--- src/sv/eigenvalue_metropolis_update_assert.svh ---
// Assertion macros shared by the eigenvalue Metropolis update RTL.
// Each macro expects signals named clk and rst_n in the scope where it is used.
`ifndef EIGENVALUE_METROPOLIS_UPDATE_ASSERT_SVH
`define EIGENVALUE_METROPOLIS_UPDATE_ASSERT_SVH

// Same-cycle implication, checked out of reset.
`define EMU_ASSERT_IMP(label, ante, cons, msg) \
    label: assert property (@(posedge clk) disable iff (!rst_n) (ante) |-> (cons)) \
        else $error(msg);

// Next-cycle implication, checked out of reset.
`define EMU_ASSERT_NXT(label, ante, cons, msg) \
    label: assert property (@(posedge clk) disable iff (!rst_n) (ante) |=> (cons)) \
        else $error(msg);

`endif

--- src/sv/emu_pkg.sv ---
// Package for the eigenvalue Metropolis update block: widths, codes,
// sine coefficients, angle folding helpers and unit response structs. No dependencies.
package emu_pkg;

    localparam int MAX_SITES = 64;
    localparam int ADDR_W    = $clog2(MAX_SITES);
    localparam int CNT_W     = $clog2(MAX_SITES + 1);
    localparam int ANG_W     = 16;
    localparam int T_W       = 17;
    localparam int SIN_W     = 31;
    localparam int LN_W      = 24;
    localparam int COS_W     = 18;
    localparam int CS_W      = COS_W + CNT_W + 1;
    localparam int CSUM_W    = 24;
    localparam int CPL_W     = 14;
    localparam int SC_W      = 7;
    localparam int K_W       = CPL_W + CNT_W;
    localparam int CFG_IDX_W = 2;

    // Configuration register indexes.
    localparam logic [CFG_IDX_W-1:0] CFG_COUPLING  = 2'd0;
    localparam logic [CFG_IDX_W-1:0] CFG_STEP_SIZE = 2'd1;
    localparam logic [CFG_IDX_W-1:0] CFG_SITES     = 2'd2;

    // Item kinds.
    localparam logic OP_LOAD   = 1'b0;
    localparam logic OP_UPDATE = 1'b1;

    // Odd sine polynomial in Q30.
    localparam logic signed [33:0] SC1 = 34'sd1686629713;
    localparam logic signed [33:0] SC3 = -34'sd693598670;
    localparam logic signed [33:0] SC5 = 34'sd85569306;
    localparam logic signed [33:0] SC7 = -34'sd5026995;
    localparam logic signed [33:0] SC9 = 34'sd172273;

    localparam logic [SIN_W-1:0] ONE_Q30 = 31'h4000_0000;

    typedef struct packed {
        logic             done;
        logic [SIN_W-1:0] value;
    } sin_rsp_t;

    typedef struct packed {
        logic                   done;
        logic signed [LN_W-1:0] value;
    } ln_rsp_t;

    // Horner coefficient for step k, highest order first after SC9.
    function automatic logic signed [33:0] sin_coef(input logic [1:0] k);
        logic signed [33:0] c;
        case (k)
            2'd0:    c = SC7;
            2'd1:    c = SC5;
            2'd2:    c = SC3;
            default: c = SC1;
        endcase
        return c;
    endfunction

    // Sine argument for |sin((a - b)/2)|: the shorter way round.
    function automatic logic [T_W-1:0] pair_fold(input logic [ANG_W-1:0] a,
                                                 input logic [ANG_W-1:0] b);
        logic [ANG_W-1:0] d;
        d = a - b;
        return (d <= 16'h8000) ? {1'b0, d} : (17'h10000 - {1'b0, d});
    endfunction

    // Sine argument for cos(a) after quadrant folding.
    function automatic logic [T_W-1:0] cos_fold(input logic [ANG_W-1:0] a);
        logic [ANG_W-1:0] x;
        logic [14:0]      m;
        x = a + 16'h4000;
        m = x[14] ? (15'd16384 - {1'b0, x[13:0]}) : {1'b0, x[13:0]};
        return {1'b0, m, 1'b0};
    endfunction

    // Cosine is negative in the second half of the folded turn.
    function automatic logic cos_neg(input logic [ANG_W-1:0] a);
        logic [ANG_W-1:0] x;
        x = a + 16'h4000;
        return x[15];
    endfunction

endpackage

--- src/sv/emu_sin.sv ---
// Iterative sine unit: degree-9 odd polynomial by Horner over one multiplier.
// Depends on emu_pkg.
module emu_sin
    import emu_pkg::*;
(
    input  logic           clk,
    input  logic           rst_n,
    input  logic           start,
    input  logic [T_W-1:0] t,
    output sin_rsp_t       rsp
);

    typedef enum logic [3:0] {
        S_IDLE = 4'b0001,
        S_SQ   = 4'b0010,
        S_POLY = 4'b0100,
        S_FIN  = 4'b1000
    } sin_state_t;

    sin_state_t         state_reg, state_next;
    logic [T_W-1:0]     t_reg, t_next;
    logic [T_W-1:0]     t2_reg, t2_next;
    logic signed [33:0] p_reg, p_next;
    logic [1:0]         k_reg, k_next;
    logic               done_reg, done_next;
    logic [SIN_W-1:0]   res_reg, res_next;

    logic signed [34:0] op_a;
    logic signed [17:0] op_b;
    logic signed [52:0] prod;
    logic signed [52:0] prod_sh;

    // Shared multiplier, operands chosen by the step.
    always_comb
    begin
        op_a = 35'(p_reg);
        op_b = 18'($signed({1'b0, t2_reg}));
        case (state_reg)
            S_SQ:
            begin
                op_a = 35'($signed({1'b0, t_reg}));
                op_b = 18'($signed({1'b0, t_reg}));
            end
            S_FIN:
            begin
                op_b = 18'($signed({1'b0, t_reg}));
            end
            default:
            begin
                op_a = 35'(p_reg);
            end
        endcase
        prod    = 53'(op_a) * 53'(op_b);
        prod_sh = prod >>> 15;
    end

    // Step sequencer.
    always_comb
    begin
        state_next = state_reg;
        t_next     = t_reg;
        t2_next    = t2_reg;
        p_next     = p_reg;
        k_next     = k_reg;
        done_next  = 1'b0;
        res_next   = res_reg;
        case (state_reg)
            S_IDLE:
            begin
                if (start)
                begin
                    t_next     = t;
                    state_next = S_SQ;
                end
            end
            S_SQ:
            begin
                t2_next    = prod[31:15];
                p_next     = SC9;
                k_next     = 2'd0;
                state_next = S_POLY;
            end
            S_POLY:
            begin
                p_next = sin_coef(k_reg) + 34'(prod_sh);
                k_next = k_reg + 2'd1;
                if (k_reg == 2'd3)
                begin
                    state_next = S_FIN;
                end
            end
            S_FIN:
            begin
                // Clamp to [0, 1.0] in Q30.
                if (prod_sh < 0)
                begin
                    res_next = '0;
                end
                else if (prod_sh > 53'($signed({1'b0, ONE_Q30})))
                begin
                    res_next = ONE_Q30;
                end
                else
                begin
                    res_next = prod_sh[SIN_W-1:0];
                end
                done_next  = 1'b1;
                state_next = S_IDLE;
            end
            default:
            begin
                state_next = S_IDLE;
            end
        endcase
    end

    always_ff @(posedge clk or negedge rst_n)
    begin
        if (!rst_n)
        begin
            state_reg <= S_IDLE;
            done_reg  <= 1'b0;
        end
        else
        begin
            state_reg <= state_next;
            done_reg  <= done_next;
        end
    end

    always_ff @(posedge clk)
    begin
        t_reg   <= t_next;
        t2_reg  <= t2_next;
        p_reg   <= p_next;
        k_reg   <= k_next;
        res_reg <= res_next;
    end

    assign rsp.done  = done_reg;
    assign rsp.value = res_reg;

endmodule

--- config.mk ---
export PLATFORM = sky130hd
export DESIGN_NAME = emu_sin
export DESIGN_NICKNAME = d
export VERILOG_FILES = /design/src/sv/eigenvalue_metropolis_update_assert.svh /design/src/sv/emu_pkg.sv /design/src/sv/emu_sin.sv
export SDC_FILE = /design/constraint.sdc
export NUM_CORES = 2
export LEC_CHECK = 0
export BUFFER_PORTS_ARGS = -buffer_cell sky130_fd_sc_hd__buf_4
export CAP_MARGIN = 0
export CORE_ASPECT_RATIO = 0.8
export CORE_MARGIN = 8
export CORE_UTILIZATION = 28
export CTS_CLUSTER_DIAMETER = 40
export DETAILED_ROUTE_END_ITERATION = 10
export PLACE_DENSITY = 0.47
export REMOVE_ABC_BUFFERS = 1
export SYNTH_ARGS = -nofsm -noshare
export SYNTH_HDL_FRONTEND = slang
export SYNTH_SLANG_ARGS = --single-unit
--- constraint.sdc ---
create_clock -name clk -period 12.2 [get_ports clk]
set_input_delay 2.44 -clock clk [delete_from_list [all_inputs] [get_ports clk]]
set_output_delay 2.44 -clock clk [all_outputs]
set_load 0.005 [all_outputs]
# [Word-level counts from Yosys, hierarchy flattened]
# Cells that the tools add are included.
[word_totals] ff_bits=106 input_bits=20 elab_cells=39
[classes] addsub=2 multipliers=1 magnitude_cmp=2 eq_ne=9 n_mux=11 n_reduce_logical=6
[ops] cell="$pmux W34 S3" n=1
[ops] cell="$pmux W34 S2" n=1
[ops] cell="$mul A35 B18 Y53" n=1
[ops] cell="$gt A38 B32 Y1 const B" n=1
[ops] cell="$lt A38 B1 Y1 const B" n=1
[ops] cell="$mux W35" n=1
[ops] cell="$add A34 B34 Y34" n=1
[ops] cell="$mux W34" n=1
[ops] cell="$mux W31" n=1
[ops] cell="$mux W17" n=1
[ops] cell="$pmux W4 S3" n=1
[ops] cell="$mux W4" n=2
[ops] cell="$eq A2 B2 Y1 const B" n=2
[ops] cell="$eq A4 B1 Y1 const B" n=1
[ops] cell="$eq A4 B2 Y1 const B" n=1
[ops] cell="$eq A4 B3 Y1 const B" n=1
[ops] cell="$eq A4 B4 Y1 const B" n=1
[ops] cell="$ne A2 B2 Y1 const B" n=2
[ops] cell="$pmux W2 S2" n=1
[ops] cell="$reduce_and A2 Y1" n=2
[ops] cell="$reduce_or A2 Y1" n=2
[ops] cell="$add A2 B1 Y2 const B" n=1
[ops] cell="$eq A2 B1 Y1 const B" n=1
[ops] cell="$logic_not A2 Y1" n=1
[ops] cell="other kinds (2)" n=2

# [Longest topological paths before layout]
[logic_depth] ltp_word=6 depth_mapped=41

# [Worst setup path before layout]
# Ideal clock, no wire load.
[synth_timing] kind="reg-to-reg" startpoint="reg state_reg[2]" endpoint="reg p_reg[31] (data pin)" setup_time_ps=263 t_arrival_ps=12161 slack_ps=-224 stages_incl_launch_ff=33 n_path_buf=2 synth_period_minus_slack_ps=12424 path_cell_list="dfrtp_1 > nor4b_1 > nor2_1 > buf_1 > mux2i_1 > clkbuf_1 > nor2_1 > fa_1 > inv_1 > fa_1 > fa_1 > inv_1 > fa_1 > fa_1 > fa_1 > ha_1 > and4_1 > o2111a_2 > a221oi_4 > xnor2_1 > inv_1 > ha_1 > a21o_1 > a21o_1 > a2111oi_0 > nor2_1 > nor4bb_1 > a211oi_1 > o21ai_0 > a21boi_0 > a31oi_1 > o21ai_0 > o31ai_1"
[synth_via] elab_chain_cells=6 word_cells_on_any_way=9
[synth_lines] element="start: declaration" line="emu_sin.sv:20" source="sin_state_t state_reg, state_next;"
[synth_lines] element="start signal: assignment" line="emu_sin.sv:126" source="state_reg <= state_next;"
[synth_lines] element="$eq A4 B4 Y1 / $eq A4 B2 Y1 (equally long branches)" line="emu_sin.sv:38" source="case (state_reg)"
[synth_lines] element="$reduce_or A2 Y1 (no source line)"
[synth_lines] element="$mux W17" line="emu_sin.sv:38"
[synth_lines] element="$mul A35 B18 Y53 (*)" line="emu_sin.sv:53" source="prod = 53'(op_a) * 53'(op_b);"
[synth_lines] element="named net prod[16]" line="emu_sin.sv:30" source="logic signed [52:0] prod;"
[synth_lines] element="$add A34 B34 Y34 (*)" line="emu_sin.sv:85" source="p_next = sin_coef(k_reg) + 34'(prod_sh);"
[synth_lines] element="$pmux W34 S2 (*)" line="emu_sin.sv:67" source="case (state_reg)"
[synth_lines] element="end signal: assignment" line="emu_sin.sv:135" source="p_reg <= p_next;"
[synth_lines] element="end: declaration" line="emu_sin.sv:23" source="logic signed [33:0] p_reg, p_next;"
# The timed path passes the listed nets; every way through them passes the cells marked *.
# A chain may end at the register's enable or synchronous reset.

# [Final worst setup path]
[layout_timing] startpoint="reg state_reg[0]" endpoint="reg p_reg[31] (data pin)"
# The elaborated chain is that of the path after synthesis.

==> reports/qor.yml <==
hold_path:
  whs_endpoint: "k_reg[0]"
  hold_path.class: "reg2reg"
  hp-start: "k_reg[0]"
  whs_path_depth: 1
clock_network:
  cts_hold_buffers: 0
  h-tree-depth: 3
  cts.sinks: 106
  cts_made_buffers: 9
  path_clk_slew_ns: 0.09
  clk-insertion-delay-late_ns: 0.42
  cts.path.max_buffers: 2
  tritoncts: "yes"
  post-cts-setup-buffer-count: 0
  cts_resized: 0
  root_buffer: "clkbuf_16"
critical_path:
  cpPeakStageDelay_ns: 0.91
  crit_slowest_cell: "mux2i_4"
  rrSetupSlack_ns: 0.87
  crit_fanout: 19
  cp.arrival_ns: 11.49
  start_kind: "register"
  crit_required_ns: 12.36
  r2r_start: "state_reg[0]"
  path_class: "reg2reg"
  reg2reg_depth: 32
  r2r-end: "p_reg[31]"
  cp-end-kind: "register"
  cp_common_cell: "fa_1"
floorplan:
  chipWidth_um: 356
  io_pins: 52
  core_area_um2: 91400
  dieHeight_um: 288
  rows: 99
  initial_utilization: 0.283
  dieArea_um2: 102000
layout:
  layout.cells.non_filler: 4099
  layout-drive-gt1-share: 0.0648
  largest_reg_flops: 34
  fin_util: 0.309
  nets: 3608
  diodes: 0
  areaGrowthSynthToFinish_pct: 9.18
routing:
  routed_wl_mm: 85.7
  drt_iter0_drc: 1349
  met2_length_mm: 33.7
  drcViolationCount: 0
  num_vias: 19441
  avgRoutedWirePerCell_um: 20.9
  drtAntennaViolNets: 0
  wl_met1_mm: 44.8
  firstDrtPassIters: 5
  wl_met3_mm: 6.61
  routed_via_density: 4.74
  dr.max_layer_used: "met4"
global_routing:
  overflow: 0
  grt_util_all_layers: 0.171
  grt_pass1_wl_mm: 133
  grt_pass1_vias: 20219
  grt_antenna_before_repair: 0
  grt_max_degree: 61
timing:
  setup_violations: 0
  finClkSkew_ns: 0.0294
  worst_pin_slew_ns: 0.994
  fin_crit_sh: 0.929
  max_slew_margin: 0.324
  final-hold-violation-count: 0
  rsz0062_at_grt: "no"
  max_freq_ghz: 0.0882
  period_minus_slack_ns: 11.33
  final_max_slew_viol_count: 0
placement:
  portBuffers: 51
  place_hpwl_mm: 71.3
  gp_congestion: 0.876
  place_inst: 4083
yosys:
  yosys.cell_types.count: 90
  postSynthAreaPerCell_um2: 9.02
  synthCells: 2868
  yosysMostFrequentCell: "inv_1"
  synth_edf_count: 101
  synth_top_area_share: 0.429
  yosysWarnings: 0
  synth_area_leaders: "fa_1, edfxtp_1, inv_1, ha_1, nor2_1"
  synth_common_cells: "inv_1, fa_1, nor2_1"
  seq_area_frac_synth: 0.122
  synth-seq-cells: 106
  synthArstFlopShare: 0.0472
  mappedNetlistArea_um2: 25900
  synth_ff_type: "edfxtp_1"
  yosysTopAreaCell: "fa_1"
run_status:
  status: "finished clean"
run:
  maxCapViolCount: 0
[cell families after synthesis]
| logic type | count (synthesis) | synth area share |
|---|---|---|
| and+or+nand+nor | 939 | 0.156 |
| buffers and inverters | 742 | 0.108 |
| adders and majority gates | 706 | 0.502 |
| AOI/OAI and AO/OA | 267 | 0.0713 |
| DFF | 106 | 0.122 |
| xor gates and xnor gates | 55 | 0.0189 |
| muxes | 53 | 0.0212 |
[critical path: cells and delay by family, from the launching register on]
kind / cells / cell delay (ns)
adder cells (fa/ha/maj): 8 / 3.76
multiplexers: 1 / 0.91
XOR/XNOR: 1 / 0.70
buffers and inverters: 4 / 0.31
AND/OR/NAND/NOR: 7 / 1.78
AO/OA/AOI/OAI: 11 / 3.00
flip-flops: 1 / 0.59
[stage by stage]
stage | hold slack (ns) | worst slack [ns] | TNS, ns | instance area (um^2)
4_1_cts | 0.616 | 0.987 | 0 | 28200
3_3_place_gp | 0.590 | 0.992 | 0 | 27900
6_report | 0.643 | 0.867 | 0 | 28300
3_5_place_dp | 0.600 | 1.04 | 0 | 27900
5_1_grt | 0.670 | 0.270 | 0 | 28300
2_1_floorplan | 0.496 | -2.95 | -149.21 | 25400
[per-layer routing]
metal,up-vias,track usage
met3,40,0.0366
met1,10006,0.278
li1,8789,-
met5,-,0
met4,0,0.0200
met2,606,0.234
[cell type report]
type | instances | area, um^2
Fill cell | 9742 | 63200
Multi-Input combinational cell | 2020 | 20000
Sequential cell | 106 | 3160
Inverter | 631 | 2370
Tap cell | 1212 | 1520
Timing Repair Buffer | 114 | 856
Clock buffer | 9 | 225
Clock inverter | 7 | 88.8
[placed cells by master, fill, tap and decap left out, types with 31 or more instances in the layout]
| cell type | synthesis | routed |
|---|---|---|
| xnor2_1 | 34 | 34 |
| buf_4 | 1 | 114 |
| ha_1 | 152 | 152 |
| mux2i_1 | 39 | 31 |
| a21o_1 | 36 | 36 |
| o21ai_0 | 45 | 45 |
| and2_1 | 31 | 31 |
| nor2_1 | 380 | 379 |
| fa_1 | 554 | 554 |
| nand2_1 | 370 | 370 |
| a21oi_1 | 70 | 70 |
| edfxtp_1 | 101 | 101 |
| inv_1 | 630 | 629 |
[worst max-delay path by stage]
stage | slack (ns) | end | startpoint
global placement | 0.99 | p_reg[31] | state_reg[0]
floorplan | -2.95 | p_reg[25] | state_reg[2]
CTS | 0.99 | p_reg[33] | state_reg[0]
finish | 0.87 | p_reg[31] | state_reg[0]
detailed placement | 1.04 | p_reg[33] | state_reg[0]
global route | 0.27 | p_reg[33] | state_reg[0]
Power is left out: the tool's default activity adds up to more than one toggle a clock period on the data nets, which glitch-free logic cannot reach.
