## src/sv/eigenvalue_metropolis_update_assert.svh

```systemverilog
// Assertion macros shared by the eigenvalue Metropolis update RTL.
// Each macro expects signals named clk and rst_n in the scope where it is used.
`ifndef EIGENVALUE_METROPOLIS_UPDATE_ASSERT_SVH
`define EIGENVALUE_METROPOLIS_UPDATE_ASSERT_SVH

// Same-cycle implication, checked out of reset.
`define EMU_ASSERT_IMP(label, ante, cons, msg) \
    label: assert property (@(posedge clk) disable iff (!rst_n) (ante) |-> (cons)) \
        else $error(msg);

// Next-cycle implication, checked out of reset.
`define EMU_ASSERT_NXT(label, ante, cons, msg) \
    label: assert property (@(posedge clk) disable iff (!rst_n) (ante) |=> (cons)) \
        else $error(msg);

`endif

```

## src/sv/emu_pkg.sv

```systemverilog
// Package for the eigenvalue Metropolis update block: widths, codes,
// sine coefficients, angle folding helpers and unit response structs. No dependencies.
package emu_pkg;

    localparam int MAX_SITES = 64;
    localparam int ADDR_W    = $clog2(MAX_SITES);
    localparam int CNT_W     = $clog2(MAX_SITES + 1);
    localparam int ANG_W     = 16;
    localparam int T_W       = 17;
    localparam int SIN_W     = 31;
    localparam int LN_W      = 24;
    localparam int COS_W     = 18;
    localparam int CS_W      = COS_W + CNT_W + 1;
    localparam int CSUM_W    = 24;
    localparam int CPL_W     = 14;
    localparam int SC_W      = 7;
    localparam int K_W       = CPL_W + CNT_W;
    localparam int CFG_IDX_W = 2;

    // Configuration register indexes.
    localparam logic [CFG_IDX_W-1:0] CFG_COUPLING  = 2'd0;
    localparam logic [CFG_IDX_W-1:0] CFG_STEP_SIZE = 2'd1;
    localparam logic [CFG_IDX_W-1:0] CFG_SITES     = 2'd2;

    // Item kinds.
    localparam logic OP_LOAD   = 1'b0;
    localparam logic OP_UPDATE = 1'b1;

    // Odd sine polynomial in Q30.
    localparam logic signed [33:0] SC1 = 34'sd1686629713;
    localparam logic signed [33:0] SC3 = -34'sd693598670;
    localparam logic signed [33:0] SC5 = 34'sd85569306;
    localparam logic signed [33:0] SC7 = -34'sd5026995;
    localparam logic signed [33:0] SC9 = 34'sd172273;

    localparam logic [SIN_W-1:0] ONE_Q30 = 31'h4000_0000;

    typedef struct packed {
        logic             done;
        logic [SIN_W-1:0] value;
    } sin_rsp_t;

    typedef struct packed {
        logic                   done;
        logic signed [LN_W-1:0] value;
    } ln_rsp_t;

    // Horner coefficient for step k, highest order first after SC9.
    function automatic logic signed [33:0] sin_coef(input logic [1:0] k);
        logic signed [33:0] c;
        case (k)
            2'd0:    c = SC7;
            2'd1:    c = SC5;
            2'd2:    c = SC3;
            default: c = SC1;
        endcase
        return c;
    endfunction

    // Sine argument for |sin((a - b)/2)|: the shorter way round.
    function automatic logic [T_W-1:0] pair_fold(input logic [ANG_W-1:0] a,
                                                 input logic [ANG_W-1:0] b);
        logic [ANG_W-1:0] d;
        d = a - b;
        return (d <= 16'h8000) ? {1'b0, d} : (17'h10000 - {1'b0, d});
    endfunction

    // Sine argument for cos(a) after quadrant folding.
    function automatic logic [T_W-1:0] cos_fold(input logic [ANG_W-1:0] a);
        logic [ANG_W-1:0] x;
        logic [14:0]      m;
        x = a + 16'h4000;
        m = x[14] ? (15'd16384 - {1'b0, x[13:0]}) : {1'b0, x[13:0]};
        return {1'b0, m, 1'b0};
    endfunction

    // Cosine is negative in the second half of the folded turn.
    function automatic logic cos_neg(input logic [ANG_W-1:0] a);
        logic [ANG_W-1:0] x;
        x = a + 16'h4000;
        return x[15];
    endfunction

endpackage

```

## src/sv/emu_ln.sv

```systemverilog
// Iterative natural log unit: bit-serial normalize, 16 squaring steps, scale by ln 2.
// Depends on emu_pkg.
module emu_ln
    import emu_pkg::*;
(
    input  logic             clk,
    input  logic             rst_n,
    input  logic             start,
    input  logic [SIN_W-1:0] v,
    output ln_rsp_t          rsp
);

    typedef enum logic [3:0] {
        L_IDLE = 4'b0001,
        L_NORM = 4'b0010,
        L_SQ   = 4'b0100,
        L_FIN  = 4'b1000
    } ln_state_t;

    localparam logic signed [17:0] LN2_Q16 = 18'sd45426;

    ln_state_t             state_reg, state_next;
    logic [SIN_W-1:0]      m_reg, m_next;
    logic [4:0]            e_reg, e_next;
    logic [15:0]           frac_reg, frac_next;
    logic [3:0]            cnt_reg, cnt_next;
    logic                  done_reg, done_next;
    logic signed [LN_W-1:0] res_reg, res_next;

    logic [61:0]        sq;
    logic [31:0]        sq_sh;
    logic signed [5:0]  e_off;
    logic signed [21:0] log2_val;
    logic signed [39:0] scaled;

    always_comb
    begin
        sq       = 62'(m_reg) * 62'(m_reg);
        sq_sh    = sq[61:30];
        e_off    = $signed({1'b0, e_reg}) - 6'sd30;
        log2_val = $signed({e_off, frac_reg});
        scaled   = 40'(log2_val) * 40'(LN2_Q16);
    end

    // Step sequencer.
    always_comb
    begin
        state_next = state_reg;
        m_next     = m_reg;
        e_next     = e_reg;
        frac_next  = frac_reg;
        cnt_next   = cnt_reg;
        done_next  = 1'b0;
        res_next   = res_reg;
        case (state_reg)
            L_IDLE:
            begin
                if (start)
                begin
                    m_next     = v;
                    e_next     = 5'd30;
                    frac_next  = '0;
                    state_next = L_NORM;
                end
            end
            L_NORM:
            begin
                // One bit of the leading-one search per cycle.
                if (m_reg[SIN_W-1] || e_reg == 5'd0)
                begin
                    cnt_next   = '0;
                    state_next = L_SQ;
                end
                else
                begin
                    m_next = {m_reg[SIN_W-2:0], 1'b0};
                    e_next = e_reg - 5'd1;
                end
            end
            L_SQ:
            begin
                if (sq_sh[31])
                begin
                    m_next    = sq_sh[31:1];
                    frac_next = {frac_reg[14:0], 1'b1};
                end
                else
                begin
                    m_next    = sq_sh[30:0];
                    frac_next = {frac_reg[14:0], 1'b0};
                end
                cnt_next = cnt_reg + 4'd1;
                if (cnt_reg == 4'd15)
                begin
                    state_next = L_FIN;
                end
            end
            L_FIN:
            begin
                res_next   = LN_W'(scaled >>> 16);
                done_next  = 1'b1;
                state_next = L_IDLE;
            end
            default:
            begin
                state_next = L_IDLE;
            end
        endcase
    end

    always_ff @(posedge clk or negedge rst_n)
    begin
        if (!rst_n)
        begin
            state_reg <= L_IDLE;
            done_reg  <= 1'b0;
        end
        else
        begin
            state_reg <= state_next;
            done_reg  <= done_next;
        end
    end

    always_ff @(posedge clk)
    begin
        m_reg    <= m_next;
        e_reg    <= e_next;
        frac_reg <= frac_next;
        cnt_reg  <= cnt_next;
        res_reg  <= res_next;
    end

    assign rsp.done  = done_reg;
    assign rsp.value = res_reg;

endmodule

```

## config.mk

```make
export PLATFORM = sky130hd
export DESIGN_NAME = emu_ln
export DESIGN_NICKNAME = d
export VERILOG_FILES = /design/src/sv/eigenvalue_metropolis_update_assert.svh /design/src/sv/emu_pkg.sv /design/src/sv/emu_ln.sv
export SDC_FILE = /design/constraint.sdc
export NUM_CORES = 2
export LEC_CHECK = 0
export BUFFER_PORTS_ARGS = -buffer_cell sky130_fd_sc_hd__buf_2
export CORE_MARGIN = 1
export CORE_UTILIZATION = 60
export DETAILED_ROUTE_END_ITERATION = 8
export PLACE_DENSITY_LB_ADDON = 0.05
export RECOVER_POWER = 25
export SLEW_MARGIN = 0
export SYNTH_ARGS = -nofsm -noshare
export SYNTH_HDL_FRONTEND = slang
export SYNTH_SLANG_ARGS = --single-unit
```

## constraint.sdc

```tcl
create_clock -name clk -period 9.4 [get_ports clk]
set_input_delay 1.41 -clock clk [delete_from_list [all_inputs] [get_ports clk]]
set_output_delay 1.41 -clock clk [all_outputs]
set_load 0.005 [all_outputs]
```

# Word-level counts from Yosys, hierarchy flattened
# Index checks and enable logic that the tools add are counted.
# classes
n_reduce_logical	11
muxes	17
n_eq_ne	9
add_sub_neg	3
mul	2
# ops
operator	count
two-way mux 31 bit	3
one-hot mux 31 bit (3 select lines)	1
multiplier 31 x 31 -> 62 bit	1
multiplier 22 x 16 -> 38 bit (second input constant)	1
one-hot mux 16 bit (2 select lines)	1
two-way mux 16 bit	1
two-way mux 4 bit	4
one-hot mux 4 bit (3 select lines)	1
two-way mux 5 bit	2
one-hot mux 5 bit (2 select lines)	1
AND reduction 3 bit	3
equality test 4 bit (second input constant)	2
!= test 2 bit (second input constant)	4
one-hot mux 4 bit (2 select lines)	1
nonzero test 2 bit	3
subtractor 5 x 5 -> 6 bit (second input constant)	1
zero test 5 bit	1
subtractor 5 x 1 -> 5 bit (second input constant)	1
adder 4 x 1 -> 4 bit (second input constant)	1
equality test 4 x 1 -> 1 bit (second input constant)	1
equality test 4 x 2 -> 1 bit (second input constant)	1
equality test 4 x 3 -> 1 bit (second input constant)	1
AND reduction 2 bit	2
nonzero test 3 bit	1
other kinds (2)	3
# totals
ff_bits	85
wordCells	49
input_bits	34
output_inout_bits	25

# Depth between registers and ports, before layout
# logic_depth
ltp_word	4
depth_mapped	31
ltp_nobuf	27

# Worst setup path before layout
# Ideal clock, no wire load.
# synth_timing
kind	register to register
from	register m_reg[12]
to	register m_reg[7] (data pin)
required_ps	9139
slack_ps	1580
stages_incl_launch_ff	30
n_path_buf	4
setup_time_ps	261
period_less_slack_ps	7820
arrival_time_ps	7559
path_cell_list	edfxtp_1 clkbuf_1 clkbuf_1 and2_1 fa_1 inv_1 fa_1 inv_1 fa_1 inv_1 fa_1 inv_1 fa_1 fa_1 fa_1 inv_1 fa_1 inv_1 ha_1 clkbuf_1 nand2_1 nor4_1 nand4_1 a2bb2oi_2 nand2_2 o31ai_4 xor2_2 buf_6 mux2i_1 a221o_1
# synth_via
elab_chain_cells	3
# synth_rtl
item	line	rtl
start: declaration	emu_ln.sv:23	logic [SIN_W-1:0] m_reg, m_next;
start signal: assignment	emu_ln.sv:127	m_reg <= m_next;
multiplier 31 x 31 -> 62 bit	emu_ln.sv:38	sq = 62'(m_reg) * 62'(m_reg);
two-way mux 31 bit	emu_ln.sv:82	if (sq_sh[31])
one-hot mux 31 bit (3 select lines)	emu_ln.sv:55	case (state_reg)
net m_next[7]	emu_ln.sv:23	
# The timed path passes the listed nets, and every way through them passes these cells.
# A chain may end at the register's enable or synchronous reset.

# Worst setup path in the final report
# layout_timing
from	register m_reg[13]
to	register m_reg[20] (data pin)
# Same word-level chain as after synthesis.

==> impl_metrics.py <==
metrics = {
    "outcome": {
        "status": "finished with violations",
        "violations": "capacitance limit, slew limit",
    },
    "global_routing": {
        "grt_max_degree": 41,
        "overflow": 0,
        "grt_pass1_vias": 28420,
        "grt_pass1_wl_um": 155600,
        "antenna_found_initial": 3,
        "track_usage_pct": 32.44,
    },
    "floorplanning": {
        "dieArea_mm2": 0.06241,
        "die_w_um": 249.8,
        "die_h_um": 249.8,
        "initial_core_util_pct": 60.93,
        "num_rows": 90,
        "top_level_ports": 59,
        "core_mm2": 0.06047,
    },
    "layout": {
        "final_util_pct": 63.67,
        "n_fill_cell": 5083,
        "final_common_cell": "inv_1",
        "drive_above_1_share_pct": 4.388,
        "final_cell_mix": "inv_1, fa_1, ha_1, nand2_1, and2_1",
        "seqCellArea_mm2": 0.002499,
        "syn2layout_area_growth_pct": 4.499,
        "final_nets": 5177,
        "multi_input_area_mm2": 0.02953,
        "largest_reg_flops": 31,
    },
    "worst_setup_path": {
        "crit_top_cell": "fa_1",
        "r2r_start": "m_reg[13]$_DFFE_PP_",
        "start_kind": "flip-flop",
        "reg2regPathDepth": 24,
        "worst_path_max_delay_cell": "edfxtp_1",
        "critical_path_arrival_ns": 9.05,
        "crit_chain": "buf_4 -> and2_1 -> fa_1 -> fa_1 -> fa_1 -> inv_1 -> fa_1 -> inv_1 -> fa_1 -> inv_1 -> fa_1 -> inv_1 -> fa_1 -> fa_1 -> ha_1 -> a21oi_1 -> o21ai_0 -> a21oi_1 -> o21ai_0 -> a21oi_1 -> a21oi_1 -> o41ai_1 -> or4b_1 -> o211ai_1",
        "critPathMaxFanout": 15,
        "slowest_delay_ns": 0.96,
        "crit_family": "adder cells",
        "critPathCaptureType": "flip-flop",
        "ff2ff_setup_slack_ns": 0.44,
        "r2r-end": "m_reg[20]$_DFFE_PP_",
        "required_ns": 9.49,
        "critPathKind": "flip-flop to flip-flop",
        "path_buf_inv": 5,
    },
    "clock_tree": {
        "cts_resized": 0,
        "postCtsSetupBuffers": 0,
        "cts_made_buffers": 9,
        "cts_num_sinks": 84,
        "cts_max_level": 3,
        "postCtsHoldBufs": 0,
        "clk_path_buf_depth": 2,
        "clk_pin_slew_worst_paths_ns": 0.07,
        "cts-root-buf": "clkbuf_16",
        "insertion_delay_ns": 0.35,
        "cts_tree": "built",
    },
    "timing": {
        "skew_ns": 0.008591,
        "slew-limit-headroom_pct": -15.13,
        "finalSetupViolCount": 0,
        "finalMaxSlewViolations": 41,
        "setup_tns_ns": 0,
        "rsz0062_at_grt": "no",
        "hold_viol_final": 0,
        "min_period_ns": 8.959,
        "period_share_pct": 95.31,
        "worstMarginPinSlew_ns": 1.727,
        "clock.fmax_mhz": 111.6,
    },
    "yosys": {
        "syn-cell-area_mm2": 0.03685,
        "synthCells": 3836,
        "synth-edff-count": 79,
        "synth_area_per_cell_um2": 9.605,
        "synth-async-reset-ratio_pct": 5.952,
        "synth_seq_area_share_pct": 6.781,
        "synth_nets": 5167,
        "synthFlopType": "edfxtp_1",
        "synth.distinct_cells": 75,
        "synth_seq_cells": 84,
        "yosys_warnings": 0,
    },
    "routing": {
        "dr_wl_met3_um": 5216,
        "drtAntennaViolNets": 0,
        "drc": 0,
        "via_count": 25500,
        "drt_first_pass_iters": 6,
        "dr_wl_met2_um": 47290,
        "routed_wl_um": 95510,
        "drtIter0Drc": 1802,
        "wl_met1_um": 39810,
        "viasPerCell": 5.500,
        "top_layer_used": "met4",
        "wl_per_cell_um": 20.60,
    },
    "place": {
        "port_buffers": 58,
        "dp_hpwl_um": 82090,
        "place_congestion": 0.9582,
    },
    "worst_hold_path": {
        "hold_class": "flip-flop to flip-flop",
        "whs_path_depth": 1,
        "hp-start": "state_reg[2]$_DFFE_PN0P_",
        "min_to": "state_reg[1]$_DFFE_PN0P_",
    },
    "flow_run": {
        "drv_cap": 1,
    },
}
[layout make-up]
class	instances	share of cell area, %
clock buffer	10	0.5947
clock inverter	6	0.1690
sequential	84	6.489
antenna	3	0.01950
timing repair buffer	131	2.304
inverter	1148	11.19
tap	782	2.541
multi-input combinational	2472	76.69
[through the flow]
| stage | cell area [µm²] | hold WS [ns] | instances | setup slack, ns |
|---|---|---|---|---|
| after floorplan | 36850 | 0.5044 | 3836 | 1.580 |
| after global placement | 38230 | 0.5635 | 4617 | 0.6709 |
| after detailed placement | 38230 | 0.5863 | 4617 | 0.5940 |
| after CTS | 38530 | 0.5984 | 4633 | 0.5588 |
| after global routing | 38500 | 0.6009 | 4636 | 0.09439 |
| final | 38500 | 0.5637 | 4636 | 0.4409 |
[routing by layer]
layer / vias up / track usage [%]
li1: 11460 / -
met1: 13150 / 44.36
met2: 758 / 54.73
met3: 138 / 3.233
met4: 0 / 10.19
met5: - / 0
[worst max-delay path by stage]
stage                        startpoint                   to  cells past startpoint
floorplan           m_reg[12]$_DFFE_PP_   m_reg[7]$_DFFE_PP_                     29
global placement    m_reg[13]$_DFFE_PP_  m_reg[28]$_DFFE_PP_                     26
detailed placement   m_reg[5]$_DFFE_PP_  m_reg[20]$_DFFE_PP_                     24
CTS                 m_reg[13]$_DFFE_PP_  m_reg[20]$_DFFE_PP_                     24
global route        m_reg[13]$_DFFE_PP_  m_reg[28]$_DFFE_PP_                     26
finish              m_reg[13]$_DFFE_PP_  m_reg[20]$_DFFE_PP_                     24
[kinds of logic (layout without fill, tap and decap cells)]
family,after synthesis,after routing,synth area share [%]
fa+ha+maj,1297,1297,61.91
mux,17,17,0.4720
flops,84,84,6.781
other cells,0,3,0
xor+xnor,83,83,1.993
compound gates,314,314,5.739
buf+inv,1280,1295,13.13
simple gates,761,761,9.970
[cell usage after synthesis, types with 3 or more instances]
cell type	instances	area share, %
nand2b_1	8	0.14
a221o_1	7	0.19
clkbuf_1	119	1.2
buf_2	7	0.095
nand2_1	328	3.3
nand3_1	37	0.50
dfrtp_1	4	0.27
edfxtp_1	79	6.4
o211ai_1	17	0.35
o31ai_1	3	0.061
nand3b_1	5	0.10
and3_1	15	0.25
o311ai_0	3	0.071
a22oi_1	21	0.43
nor3_1	12	0.16
a41o_1	3	0.082
a31oi_1	3	0.051
a31o_2	7	0.17
mux2i_1	14	0.38
a211oi_1	6	0.12
and4_1	3	0.071
o21bai_1	15	0.31
or3_1	7	0.12
xor2_1	35	0.83
o21a_1	9	0.18
nor4_1	5	0.085
nor2_1	92	0.94
a22o_1	4	0.095
a21o_1	36	0.73
mux2_2	3	0.092
o21ai_0	50	0.68
and2_1	196	3.3
inv_1	1147	12
fa_1	877	48
a211o_1	5	0.12
nand4_1	29	0.49
buf_4	3	0.061
a21oi_1	94	1.3
ha_1	420	14
or2_2	6	0.10
nor2b_1	13	0.22
xnor2_1	47	1.1
Power is left out: the tool's default activity adds up to more than one toggle a clock period on the data nets, which glitch-free logic cannot reach.
